$ cat src/design/plcl_pkg.sv
// Shared types, codes and defaults for the piecewise-linear curve table builder.
`default_nettype none
package plcl_pkg;

  localparam int unsigned DEF_CHANNELS = 3;
  localparam int unsigned DEF_ENTRIES  = 256;
  localparam logic [7:0]  LEVEL_MAX    = 8'd255;

  // Result status codes
  localparam logic [1:0] STS_APPLIED  = 2'd0;
  localparam logic [1:0] STS_NOCHANGE = 2'd1;
  localparam logic [1:0] STS_REFUSED  = 2'd2;

  typedef enum logic [1:0] {
    OP_ADD  = 2'd0,
    OP_DEL  = 2'd1,
    OP_READ = 2'd2,
    OP_NONE = 2'd3
  } op_e;

  typedef enum logic [1:0] {
    GAP_LEFT  = 2'd0,
    GAP_RIGHT = 2'd1,
    GAP_BOTH  = 2'd2
  } gap_e;

  typedef enum logic [3:0] {
    S_CLEAR,
    S_IDLE,
    S_LOOK,
    S_DECIDE,
    S_DN,
    S_DN_CK,
    S_UP,
    S_UP_CK,
    S_GAP,
    S_DIV,
    S_FILL,
    S_RESP
  } fsm_state_e;

  typedef struct packed {
    logic       take_req;
    logic       clr_step;
    logic       look;
    logic       wr_add;
    logic       wr_del;
    logic       scan_dn_start;
    logic       scan_up_start;
    logic       scan_step_dn;
    logic       scan_step_up;
    logic       scan_rd;
    logic       hit_a;
    logic       hit_b;
    logic       gap_start;
    gap_e       gap;
    logic       div_step;
    logic       fill_step;
    logic       res_load;
    logic [1:0] res_status;
    logic       res_read;
  } cmd_t;

  typedef struct packed {
    logic clr_done;
    logic req_ok;
    op_e  op;
    logic pos_first;
    logic pos_last;
    logic kpresent;
    logic kmatch;
    logic div_last;
    logic fill_done;
  } sts_t;

endpackage
`default_nettype wire

$ cat src/design/plcl_ctrl.sv
// Controller state machine: sequences lookup, knot scans, division and gap rewrite.
`default_nettype none
module plcl_ctrl (
  input  wire logic           clk_i,
  input  wire logic           rst_ni,
  input  wire logic           in_valid_i,
  output logic                in_ready_o,
  output logic                out_valid_o,
  input  wire logic           out_ready_i,
  input  wire plcl_pkg::sts_t sts_i,
  output plcl_pkg::cmd_t      cmd_o
);
  import plcl_pkg::*;

  fsm_state_e state_q, state_d;
  gap_e       gap_q, gap_d;
  logic [1:0] status_q, status_d;
  logic       read_q, read_d;
  logic       out_valid_q, out_valid_d;

  // State and control registers
  always_ff @(posedge clk_i or negedge rst_ni) begin
    if (!rst_ni) begin
      state_q     <= S_CLEAR;
      gap_q       <= GAP_LEFT;
      status_q    <= STS_NOCHANGE;
      read_q      <= 1'b0;
      out_valid_q <= 1'b0;
    end else begin
      state_q     <= state_d;
      gap_q       <= gap_d;
      status_q    <= status_d;
      read_q      <= read_d;
      out_valid_q <= out_valid_d;
    end
  end

  assign in_ready_o  = (state_q == S_IDLE);
  assign out_valid_o = out_valid_q;

  // Next state and commands
  always_comb begin
    state_d     = state_q;
    gap_d       = gap_q;
    status_d    = status_q;
    read_d      = read_q;
    out_valid_d = out_valid_q;
    cmd_o       = '0;
    cmd_o.gap   = gap_q;
    cmd_o.res_status = status_q;
    cmd_o.res_read   = read_q;

    // drop the result once taken
    if (out_valid_q && out_ready_i) out_valid_d = 1'b0;

    unique case (state_q)
      S_CLEAR: begin
        cmd_o.clr_step = 1'b1;
        if (sts_i.clr_done) state_d = S_IDLE;
      end
      S_IDLE: begin
        if (in_valid_i) begin
          cmd_o.take_req = 1'b1;
          state_d        = S_LOOK;
        end
      end
      S_LOOK: begin
        cmd_o.look = 1'b1;
        state_d    = S_DECIDE;
      end
      S_DECIDE: begin
        read_d   = 1'b0;
        status_d = STS_NOCHANGE;
        state_d  = S_RESP;
        if (sts_i.req_ok) begin
          unique case (sts_i.op)
            OP_READ: begin
              read_d   = 1'b1;
              status_d = STS_APPLIED;
            end
            OP_ADD: begin
              if (!sts_i.kmatch) begin
                cmd_o.wr_add = 1'b1;
                status_d     = STS_APPLIED;
                if (!sts_i.pos_first) begin
                  cmd_o.scan_dn_start = 1'b1;
                  state_d             = S_DN;
                end else begin
                  cmd_o.scan_up_start = 1'b1;
                  state_d             = S_UP;
                end
              end
            end
            OP_DEL: begin
              if (sts_i.pos_first || sts_i.pos_last) begin
                status_d = STS_REFUSED;
              end else if (sts_i.kpresent) begin
                cmd_o.wr_del        = 1'b1;
                cmd_o.scan_dn_start = 1'b1;
                status_d            = STS_APPLIED;
                state_d             = S_DN;
              end
            end
            default: ;
          endcase
        end
      end
      S_DN: begin
        cmd_o.scan_rd = 1'b1;
        state_d       = S_DN_CK;
      end
      S_DN_CK: begin
        if (sts_i.kpresent) begin
          cmd_o.hit_a = 1'b1;
          if (sts_i.op == OP_ADD && sts_i.pos_last) begin
            gap_d   = GAP_LEFT;
            state_d = S_GAP;
          end else begin
            cmd_o.scan_up_start = 1'b1;
            state_d             = S_UP;
          end
        end else begin
          cmd_o.scan_step_dn = 1'b1;
          state_d            = S_DN;
        end
      end
      S_UP: begin
        cmd_o.scan_rd = 1'b1;
        state_d       = S_UP_CK;
      end
      S_UP_CK: begin
        if (sts_i.kpresent) begin
          cmd_o.hit_b = 1'b1;
          state_d     = S_GAP;
          if (sts_i.op == OP_DEL) gap_d = GAP_BOTH;
          else if (sts_i.pos_first) gap_d = GAP_RIGHT;
          else gap_d = GAP_LEFT;
        end else begin
          cmd_o.scan_step_up = 1'b1;
          state_d            = S_UP;
        end
      end
      S_GAP: begin
        cmd_o.gap_start = 1'b1;
        state_d         = S_DIV;
      end
      S_DIV: begin
        cmd_o.div_step = 1'b1;
        if (sts_i.div_last) state_d = S_FILL;
      end
      S_FILL: begin
        if (sts_i.fill_done) begin
          if (gap_q == GAP_LEFT && sts_i.op == OP_ADD && !sts_i.pos_last) begin
            gap_d   = GAP_RIGHT;
            state_d = S_GAP;
          end else begin
            state_d = S_RESP;
          end
        end else begin
          cmd_o.fill_step = 1'b1;
        end
      end
      S_RESP: begin
        if (!out_valid_q || out_ready_i) begin
          cmd_o.res_load = 1'b1;
          out_valid_d    = 1'b1;
          state_d        = S_IDLE;
        end
      end
      default: state_d = S_IDLE;
    endcase
  end

endmodule
`default_nettype wire

$ cat config.mk
export PLATFORM = sky130hd
export DESIGN_NAME = plcl_ctrl
export DESIGN_NICKNAME = d
export VERILOG_FILES = /design/src/design/plcl_pkg.sv /design/src/design/plcl_ctrl.sv
export SDC_FILE = /design/constraint.sdc
export NUM_CORES = 1
export LEC_CHECK = 0
export BUFFER_PORTS_ARGS = -buffer_cell sky130_fd_sc_hd__buf_4
export CORE_MARGIN = 4
export CORE_UTILIZATION = 31
export DETAILED_ROUTE_END_ITERATION = 12
export HOLD_SLACK_MARGIN = 0.02
export PLACE_DENSITY = 0.6
export SLEW_MARGIN = 25
export SYNTH_ARGS = -nofsm -noshare
export SYNTH_HDL_FRONTEND = slang
export SYNTH_SLANG_ARGS = --single-unit
$ cat constraint.sdc
create_clock -name clk_i -period 3.15 [get_ports clk_i]
set_input_delay 0.1575 -clock clk_i [delete_from_list [all_inputs] [get_ports clk_i]]
set_output_delay 0.1575 -clock clk_i [all_outputs]
set_load 0.01 [all_outputs]
**After elaboration in Yosys (flattened, before gate mapping)**

Index checks and enable logic that the tools add are counted.

- Flip-flop bits (word level): 10
- Input port bits: 14
- Output and inout bits: 23
- Word-level logic and storage cells: 108

- Equality and inequality tests: 22
- Mux-type cells: 66
- Reductions and logical operators: 15

Operator list:

| cell | number |
|---|---|
| $mux W4 | 13 |
| $pmux W4 S12 | 1 |
| $mux W1 | 33 |
| $mux W2 | 13 |
| $ne A2 B2 Y1 const B | 9 |
| $eq A4 B3 Y1 const B | 4 |
| $eq A4 B4 Y1 const B | 4 |
| $pmux W2 S3 | 2 |
| $eq A4 B2 Y1 const B | 2 |
| $pmux W4 S2 | 1 |
| $reduce_and A6 Y1 | 1 |
| $reduce_and A5 Y1 | 1 |
| $eq A4 B1 Y1 const B | 1 |
| $logic_and A1 B1 Y1 | 4 |
| $logic_not A2 Y1 | 2 |
| $logic_not A4 Y1 | 1 |
| $pmux W1 S2 | 2 |
| $mux W3 | 1 |
| $reduce_bool A3 Y1 | 1 |
| $eq A2 B1 Y1 const B | 1 |
| $eq A2 B2 Y1 const B | 1 |
| $logic_not A1 Y1 | 2 |
| $logic_or A1 B1 Y1 | 2 |
| $reduce_or A2 Y1 | 1 |

**Longest topological paths before layout**

Gate-level depths: netlist of the first run.

- Depth in word-level cells: 6
- Mapped depth: 6
- Depth with buffers taken out: 4

**Least setup slack after synthesis of the first run**

No wires, ideal clock.

- Path type: register -> register
- Start: register gap_q[1]
- End: register gap_q[0]
- Library setup time: 0.128 ns
- Arrival: 1.701 ns
- Data required time: 3.022 ns
- Slack: 1.322 ns
- Stages on the path, launching flop included: 5
- Buffers on the path: 0
- Clock period less this slack: 1.828 ns
- Cell sequence: dfrtp_1 or4_4 or3b_4 o2bb2ai_4 mux2_1

- Cells in the longest elaborated chain, start to end: 5

RTL lines:

| item | RTL line | RTL |
|---|---|---|
| from (decl) | plcl_ctrl.sv:16 | `gap_e gap_q, gap_d;` |
| from (signal assigned) | plcl_ctrl.sv:31 | `gap_q <= gap_d;` |
| $logic_not A2 Y1 | plcl_ctrl.sv:153 | `if (gap_q == GAP_LEFT && sts_i.op == OP_ADD && !sts_i.pos_last) begin` |
| $logic_and A1 B1 Y1 (2 in a row) | plcl_ctrl.sv:153 |  |
| $ne A2 B2 Y1 (no source line) | -- |  |
| $reduce_and A6 Y1 (no source line) | -- |  |

No other way between the ends.
A chain may end at the register's enable or synchronous reset.

==> impl_metrics.csv, run 1 <==
group,metric,value,unit
routing,vias,991,
routing,drt_iter0_markers,24,
power_and_ir_drop,power.density,683,mW/mm²
yosys,syn_nets,129,
setup_path,critPathTopFamily,"simple AND/OR/NAND/NOR gates",
sta,hold_viol,0,
global_routing,grt_pass1_wl,4350,µm
routing,firstDrtPassIters,4,
setup_path,r2r_slack,1.27,ns
setup_path,reg2reg_to,"gap_q[1]",
power_and_ir_drop,power.switching,0.000360,W
setup_path,max_stage_delay,0.55,ns
global_routing,grt_pass1_vias,960,
clock_network,cts_tree,"yes",
clock_network,cts_buffers,3,
yosys,synth-edff-count,0,
global_routing,antenna_found_initial,0,
power_and_ir_drop,switching_share,0.438,
sta,slew_headroom,0.683,
setup_path,r2r_cells,4,
global_routing,grt_max_degree,19,
floorplanning,start_util,0.322,
clock_network,path_clk_slew,0.07,ns
yosys,async_flop_share,1.00,
setup_path,r2r-start,"gap_q[1]",
setup_path,critPathCaptureType,"output pin",
power_and_ir_drop,seqPwrFrac,0.329,
job,drv_cap,0,
floorplanning,die_w,61.5,µm
status,status,"finished, final reports clean",
min_path,hold_depth,2,
global_routing,grt_util_all_layers,0.154,
floorplanning,io-pin-count,37,
routing,drc_errors,0,
sta,rsz0062_at_grt,"no",
yosys,syn_area,888,µm²
sta,fmax,0.448,GHz
finish,finalNonFillerCells,179,
floorplanning,die_h,61.5,µm
routing,wl_per_cell,15.0,µm
setup_path,cp.required,2.99,ns
placement,dp_cells,174,
setup_path,critical_path_class,"flip-flop to output pin",
min_path,hold_path_end,"read_q",
setup_path,crit_arrival,2.08,ns
min_path,min_from,"sts_i[6]",
clock_network,clock_sinks,10,
yosys,synthCells,115,
routing,wl,2680,µm
routing,ant_nets,0,
global_routing,grt_overflow,0,
min_path,hold_path.class,"input port to flip-flop",
clock_network,cts_root_buffer,"clkbuf_4",
power_and_ir_drop,leakage,0.557,nW
clock_network,ctsResizeCount,0,
routing,vias_per_cell,5.54,
finish,fin_nets,163,
clock_network,clock_latency,0.27,ns
clock_network,htree_levels,1,
yosys,synth_area_per_cell,7.72,µm²
clock_network,cts_buffer_depth,2,
sta,finalMaxSlewViolations,0,
sta,period_share,0.709,
sta,fin_skew,0.00629,ns
yosys,synth_cell_type_count,38,
finish,num_antenna_cells,0,
setup_path,path_cells,"nor2_1 -> nand3_1 -> or3_1 -> nor3_1 -> buf_4",
power_and_ir_drop,internal_power,0.000462,W
placement,place_hpwl,2080,µm
finish,syn2layout_area_growth,35.4,%
yosys,synth_ff_type,"dfrtp_1",
setup_path,cp-start-kind,"flip-flop",
floorplanning,fp-row-count,19,
placement,io_buffer_count,36,
setup_path,path_buf_inv,1,
sta,setup_tns,0,ns
power_and_ir_drop,p_comb_frac,0.528,
power_and_ir_drop,p_clk_frac,0.143,
yosys,ys_warn_count,0,
sta,worst_pin_slew,0.476,ns
floorplanning,die_area,0.00379,mm²
sta,fin_crit,2.23,ns
yosys,synth_seq_area_share,0.283,
power_and_ir_drop,ir_drop,0.000311,V
yosys,synth_seq_cells,10,
placement,gp_congestion,0.939,
setup_path,worstPathMaxFanout,18,
sta,setup_viol,0,
floorplanning,core,0.00276,mm²
setup_path,crit_path_top_delay_cell,"dfrtp_1",
finish,drive_gt1_frac,0.297,
-- power groups by stage --
| stage | Combinational [W] | Clock (W) | Sequential (W) |
|---|---|---|---|
| after floorplan | 0.000313 | 0 | 0.000225 |
| after global placement | 0.000433 | 0 | 0.000268 |
| after detailed placement | 0.000437 | 0 | 0.000272 |
| after CTS | 0.000440 | 0.000124 | 0.000270 |
| after global routing | 0.000487 | 0.000129 | 0.000284 |
| final | 0.000434 | 0.000118 | 0.000270 |
-- how the worst max path moves through the flow --
stage | from | endpoint | slack, ns | cells past startpoint
after global routing | state_q[3] | cmd_o[15] | 0.70 | 5
after CTS | state_q[3] | cmd_o[15] | 0.89 | 5
after floorplan | gap_q[1] | gap_q[0] | 1.32 | 4
after detailed placement | state_q[3] | cmd_o[15] | 1.20 | 5
final | state_q[2] | cmd_o[15] | 0.92 | 5
after global placement | sts_i[4] | gap_q[1] | 1.27 | 5
-- Yosys cell counts, types with 4 or more instances --
master / n / area, µm²
a31oi_1: 4 / 25.0
nand2b_1: 7 / 43.8
nor3_1: 8 / 40.0
nor2_1: 13 / 48.8
nand2_1: 9 / 33.8
inv_1: 6 / 22.5
clkbuf_1: 6 / 22.5
dfrtp_1: 9 / 225
a21oi_1: 7 / 35.0
nor2b_1: 4 / 25.0
o21ai_0: 4 / 20.0
-- layer usage --
metal / global-route usage / wire length (µm) / up-vias / share of wire
met4: 0.0636 / 7 / 0 / 0.0026
met2: 0.245 / 1230 / 44 / 0.46
met3: 0.0314 / 262 / 2 / 0.098
li1: - / - / 489 / -
met5: 0 / 0 / - / 0
met1: 0.202 / 1190 / 456 / 0.44
-- per-stage QoR --
step            util  instance area (µm²)  power, W  worst slack [ns]  hold slack (ns)
6_report       0.436                 1200  0.000821             0.917            0.142
5_1_grt        0.436                 1200  0.000901             0.704            0.156
4_1_cts        0.436                 1200  0.000834             0.891            0.132
3_5_place_dp   0.419                 1160  0.000709              1.20          0.00317
3_3_place_gp   0.419                 1160  0.000701              1.27          0.00203
2_1_floorplan      -                  888  0.000538              1.32           -0.138
-- flip-flops by register name, summed over array words and instances, names as in the netlist --
| register | flops |
|---|---|
| out_valid_o | 1 |
| gap_q | 2 |
| read_q | 1 |
| state_q | 4 |
| status_q | 2 |
-- cells by family after synthesis --
| family | count (synthesis) | synth area share |
|---|---|---|
| AND/OR/NAND/NOR | 58 | 0.363 |
| AO/OA/AOI/OAI | 29 | 0.239 |
| buffers and inverters | 15 | 0.0761 |
| flip-flops | 10 | 0.283 |
| multiplexers | 3 | 0.0380 |
-- worst reg2reg max path, cell delays in order (launching register included) --
cell and delay [ns]:
dfrtp_1 0.41, or4_4 0.43, or3b_4 0.43, o2bb2ai_4 0.16, mux2_1 0.33
-- timing repair --
action,4_1_cts,5_1_grt
hold endpoints to repair,10,0
hold buffers,1,0
setup buffers,0,0
-- cell usage in the layout (no fill, tap or decap), drive strengths merged, types with 2 or more instances in the layout --
master  Yosys  final
inv         6      6
o31ai       3      3
nand2b      7      7
a21oi       7      7
nand2       9      9
clkbuf      6      4
nand3       3      3
dfrtp       9      9
or4         3      3
or3b        2      2
o41ai       2      2
mux2        3      3
o22ai       2      2
o21ai       4      4
nor3        8      8
and3        2      2
nor2       13     13
nor2b       4      4
a31oi       4      4
nand3b      2      2
buf         2     36
-- layout make-up --
| class | count | area [µm²] |
|---|---|---|
| clock buffers | 4 | 36.3 |
| fillers | 282 | 1560 |
| inverters | 7 | 26.3 |
| multi-input cells | 90 | 569 |
| flip-flops and latches | 10 | 251 |
| well taps | 31 | 38.8 |
| repair buffers | 37 | 280 |
Power figures use the tool's default switching activity.
==> run 2, diff against run 1 <==
- PLACE_DENSITY: 0.6 -> 0.62
- clock period: 3.15 -> 1.8 ns (I/O delays scaled with it)
==> run 2 against run 1 <==
Non-clock buffer count grew 11. Sequential power increased by 66%. Cell area rose by 11%. Cell count is 6.1% higher. Register-to-register slack got worse by 1.3 ns. Power increased by 98%. Combinational power up 120%. Wire length is 3.1% higher. Critical path depth shrank 1. Core utilization increased by 4.7 points. Critical path type is now flip-flop to flip-flop. Largest power group unchanged.
==> impl_metrics.csv, run 2 (synthesis gave the netlist of run 1 again) <==
group,metric,value,unit
status,status,"finished, final reports clean",
sta,fmax,0.559,GHz
min_path,min_from,"sts_i[8]",
global_routing,grt_util_all_layers,0.154,
sta,rsz0062_at_grt,"yes",
routing,drt_iter0_markers,52,
sta,hold_viol,0,
setup_path,max_stage_delay,0.42,ns
power_and_ir_drop,seqPwrFrac,0.275,
finish,num_antenna_cells,0,
min_path,hold_path_end,"read_q",
sta,worst_pin_slew,0.406,ns
min_path,hold_path.class,"input port to flip-flop",
clock_network,clock_sinks,10,
finish,final_common_cell,"buf_4",
setup_path,critical_path_class,"flip-flop to flip-flop",
sta,fin_skew,0.00282,ns
power_and_ir_drop,internal_power,0.000931,W
sta,slew_headroom,0.726,
finish,syn2layout_area_growth,50.0,%
placement,place_hpwl,2110,µm
finish,fin_nets,174,
setup_path,r2r-start,"gap_q[1]",
placement,io_buffer_count,36,
routing,drc_errors,0,
routing,vias,1045,
finish,layout_common_cells,"47 x buf_4, 11 x nor2_1, 9 x nand2_1, 7 x a21oi_1",
finish,largest_reg_flops,4,
power_and_ir_drop,leakage,0.611,nW
power_and_ir_drop,switching_share,0.426,
power_and_ir_drop,power.density,1220,mW/mm²
setup_path,crit_arrival,1.95,ns
global_routing,grt_pass1_vias,901,
global_routing,grt_pass1_wl,4330,µm
power_and_ir_drop,p_comb_frac,0.593,
clock_network,htree_levels,1,
floorplanning,die_w,61.5,µm
global_routing,grt_max_degree,14,
power_and_ir_drop,p_clk_frac,0.132,
routing,wl,2770,µm
setup_path,path_cells,"or4_4 -> or3b_4 -> o2bb2ai_4 -> mux2_4",
setup_path,reg2reg_to,"gap_q[0]",
sta,fin_crit,1.79,ns
sta,hold_ws,0.0835,ns
floorplanning,io-pin-count,37,
job,drv_cap,0,
setup_path,r2r_slack,0.01,ns
clock_network,clock_latency,0.27,ns
setup_path,crit_path_top_delay_cell,"or4_4",
routing,wl_per_cell,14.6,µm
finish,drive_gt1_frac,0.434,
min_path,hold_depth,3,
finish,n_fill_cell,279,
sta,period_share,0.994,
global_routing,antenna_found_initial,0,
clock_network,cts_tree,"yes",
routing,firstDrtPassIters,4,
routing,vias_per_cell,5.50,
finish,regMostFlops,"state_q",
clock_network,cts_buffers,3,
sta,setup_tns,0,ns
floorplanning,die_area,0.00379,mm²
sta,finalMaxSlewViolations,0,
routing,ant_nets,0,
setup_path,worstPathMaxFanout,2,
setup_path,critPathCaptureType,"flip-flop",
floorplanning,core,0.00276,mm²
clock_network,cts_buffer_depth,2,
global_routing,grt_overflow,0,
setup_path,r2r_cells,4,
clock_network,path_clk_slew,0.08,ns
floorplanning,fp-row-count,19,
floorplanning,die_h,61.5,µm
power_and_ir_drop,power.switching,0.000692,W
setup_path,cp.required,1.96,ns
setup_path,cp-start-kind,"flip-flop",
clock_network,cts_root_buffer,"clkbuf_4",
floorplanning,start_util,0.322,
placement,gp_congestion,0.874,
finish,largestRegisters,"state_q: 4 flops, gap_q: 2 flops, status_q: 2 flops",
sta,setup_viol,0,
power_and_ir_drop,ir_drop,0.000746,V
==> run 2: changes by cell type in the layout (fill, tap and decap cells not counted), moves of 2 or more <==
cell     before  now
dfrtp_2       0    4
dfrtp_1       9    5
mux2_4        0    2
nor2_1       13   11
mux2_1        3    1
nor3_2        0    2
nor3_1        8    6
buf_4        36   47
==> run 2: what timing repair did <==
item	4_1_cts	5_1_grt
setup buffers	1	0
endpoints found under the setup margin	4	6
endpoints found under the hold margin	10	0
hold buffers	1	0
gates resized for setup	4	11
==> run 2: how the worst max path moves through the flow <==
stage                    start  slack, ns   endpoint
global route        state_q[3]      -0.04  cmd_o[15]
CTS                   gap_q[1]     -0.008   gap_q[0]
floorplan             gap_q[1]       0.02   gap_q[0]
global placement      gap_q[1]       0.04   gap_q[1]
detailed placement    gap_q[1]      0.004   gap_q[0]
finish                gap_q[1]       0.01   gap_q[0]
==> run 2: routing by layer <==
layer	part of all wire	global-route usage
met5	0	0
met4	0.0029	0.0455
met1	0.46	0.220
met2	0.44	0.221
met3	0.094	0.0461
==> run 2: critical path: cells and delay by family, from the launching register on <==
kind,cells,cell delay (ns)
DFF,1,0.38
and+or+nand+nor,2,0.83
muxes,1,0.31
AOI/OAI and AO/OA,1,0.15
==> run 2: through the flow <==
stage	instances	power [W]	util	setup WS (ns)	cell area, µm²
global placement	184	0.00134	0.446	0.0362	1230
floorplan	115	0.000942	-	0.0213	888
global route	190	0.00178	0.483	-0.0427	1330
detailed placement	184	0.00134	0.446	0.00384	1230
finish	190	0.00162	0.483	0.0115	1330
CTS	190	0.00160	0.468	-0.00768	1290
==> run 2: final cells by class <==
| class | count | area (µm²) | share of cell area |
|---|---|---|---|
| clock buffer | 4 | 36.3 | 0.0272 |
| inverter | 7 | 26.3 | 0.0197 |
| multi-input combinational | 90 | 612 | 0.459 |
| timing repair buffer | 48 | 363 | 0.272 |
| tap | 31 | 38.8 | 0.0291 |
| sequential | 10 | 256 | 0.192 |
==> run 2: power groups by stage <==
stage / Sequential [W] / Clock, W / Combinational [W]
2_1_floorplan: 0.000394 / 0 / 0.000548
3_3_place_gp: 0.000442 / 0 / 0.000894
3_5_place_dp: 0.000441 / 0 / 0.000899
4_1_cts: 0.000434 / 0.000223 / 0.000938
5_1_grt: 0.000469 / 0.000247 / 0.00106
6_report: 0.000447 / 0.000215 / 0.000962
==> run 3, diff against run 2 <==
- PLACE_DENSITY: 0.62 -> not set
==> run 3 against run 2 <==
Sequential power increased by 1%. Clock power decreased by 21%. Sequential share of layout area decreased by 0.34 points. Global-route usage increased by 0.46 points. Combinational power increased by 7%. Core utilization increased by 0.86 points. Wire length increased by 7.3%. First-iteration DRC count decreased by 58%. Flip-flop and latch count unchanged. Critical endpoint unchanged. Highest routed layer unchanged.
==> impl_metrics.csv, run 3 (synthesis gave the netlist of run 1 again) <==
group,metric,value,unit
status,status,"finished, final reports clean",
sta,worst_pin_slew,0.368,ns
routing,vias_per_cell,5.33,
sta,setup_viol,0,
min_path,hold_path.class,"input port to flip-flop",
finish,finalNonFillerCells,194,
power_and_ir_drop,switching_share,0.430,
clock_network,cts_buffer_depth,2,
floorplanning,start_util,0.322,
floorplanning,io-pin-count,37,
global_routing,grt_pass1_wl,4530,µm
sta,finalMaxSlewViolations,0,
global_routing,grt_pass1_vias,1009,
sta,fin_skew,0.0132,ns
clock_network,cts_buffers,3,
global_routing,antenna_found_initial,0,
setup_path,cp.required,1.96,ns
finish,final_common_cell,"buf_4",
finish,layout_common_cells,"51 x buf_4, 12 x nor2_1, 9 x nand2_1, 7 x nand2b_1, 7 x a21oi_1",
sta,rsz0062_at_grt,"yes",
finish,num_antenna_cells,0,
placement,dp_cells,186,
finish,largestRegisters,"state_q: 4 flops, gap_q: 2 flops, status_q: 2 flops",
global_routing,grt_overflow,0,
clock_network,htree_levels,1,
finish,largest_reg_flops,4,
placement,place_hpwl,2300,µm
placement,gp_congestion,0.923,
setup_path,worstPathMaxFanout,2,
sta,fmax,0.562,GHz
sta,slew_headroom,0.751,
power_and_ir_drop,ir_drop,0.000609,V
clock_network,cts_tree,"yes",
job,drv_cap,0,
sta,hold_ws,0.0908,ns
sta,fin_crit,1.78,ns
setup_path,critPathCaptureType,"flip-flop",
finish,n_fill_cell,276,
power_and_ir_drop,seqPwrFrac,0.274,
power_and_ir_drop,p_clk_frac,0.102,
finish,post-route-util,0.492,
finish,drive_gt1_frac,0.436,
power_and_ir_drop,p_comb_frac,0.624,
placement,io_buffer_count,36,
power_and_ir_drop,leakage,0.632,nW
power_and_ir_drop,power.density,1220,mW/mm²
sta,hold_viol,0,
clock_network,path_clk_slew,0.08,ns
finish,regMostFlops,"state_q",
global_routing,grt_util_all_layers,0.158,
routing,drt_iter0_markers,22,
clock_network,cts_root_buffer,"clkbuf_4",
finish,multiInputGateArea,616,µm²
floorplanning,core,0.00276,mm²
setup_path,crit_arrival,1.94,ns
floorplanning,die_w,61.5,µm
setup_path,cp-start-kind,"flip-flop",
power_and_ir_drop,p_total,0.00166,W
finish,syn2layout_area_growth,52.7,%
clock_network,clock_sinks,10,
routing,wl_per_cell,15.3,µm
global_routing,grt_max_degree,15,
finish,regArea,256,µm²
routing,drc_errors,0,
floorplanning,die_h,61.5,µm
routing,vias,1034,
clock_network,clock_latency,0.27,ns
finish,fin_area,0.00136,mm²
power_and_ir_drop,power.switching,0.000712,W
finish,fin_nets,178,
placement,placed_cell_area,0.00125,mm²
setup_path,r2r_slack,0.02,ns
routing,ant_nets,0,
setup_path,path_cells,"or4_4 -> or3b_4 -> o2bb2ai_4 -> mux2_4",
setup_path,crit_path_top_delay_cell,"or4_4",
routing,wl,2970,µm
floorplanning,fp-row-count,19,
floorplanning,die_area,0.00379,mm²
routing,firstDrtPassIters,4,
sta,period_share,0.989,
power_and_ir_drop,internal_power,0.000943,W
setup_path,max_stage_delay,0.41,ns
setup_path,critical_path_class,"flip-flop to flip-flop",
## run 3: path summary, 6_finish.rpt
check,startpoint,end,cells after the start
worst max-delay path,gap_q[1],gap_q[0],4
worst min-delay path,sts_i[6],read_q,2
worst max register to register,gap_q[1],gap_q[0],4
worst min register to register,status_q[1],status_q[1],2
max in group asynchronous,rst_ni,status_q[0],2
min in group asynchronous,rst_ni,gap_q[1],2
## run 3: metrics by stage
| stage | setup slack (ns) | TNS (ns) |
|---|---|---|
| 3_5_place_dp | 0.0110 | 0 |
| 5_1_grt | -0.0213 | -0.0377 |
| 3_3_place_gp | 0.0363 | 0 |
| 6_report | 0.0206 | 0 |
| 4_1_cts | 0.00244 | 0 |
| 2_1_floorplan | 0.0213 | 0 |
## run 3: area by class of cell
| type | instances | share of cell area |
|---|---|---|
| timing repair buffer | 52 | 0.290 |
| multi-input combinational | 90 | 0.454 |
| inverter | 7 | 0.0194 |
| sequential | 10 | 0.189 |
| tap | 31 | 0.0286 |
| clock buffer | 4 | 0.0194 |
## run 3: what timing repair did
item	in CTS	in global routing
endpoints found under the hold margin	10	0
hold buffers	1	0
resized for setup	5	9
endpoints found under the setup margin	3	8
setup buffers	2	1
## run 3: routing by layer
metal  share of wire  GRT usage  wire length [µm]  vias up
li1                -          -                 -      517
met1            0.46      0.218              1380      480
met2            0.46      0.262              1380       33
met3           0.063     0.0210               188        4
met4          0.0074     0.0364                22        0
met5               0          0                 0        -
## run 3: critical path: cells and delay by family, from the launching register on
kind | cells | cell delay [ns]
flip-flops | 1 | 0.38
multiplexers | 1 | 0.32
AO/OA/AOI/OAI | 1 | 0.15
AND/OR/NAND/NOR | 2 | 0.81
## run 3: power by group through the flow
stage	clock, W	sequential, W	combinational (W)
global route	0.000181	0.000467	0.00114
finish	0.000169	0.000453	0.00103
CTS	0.000173	0.000441	0.000999
detailed placement	0	0.000444	0.000954
floorplan	0	0.000394	0.000548
global placement	0	0.000442	0.000944
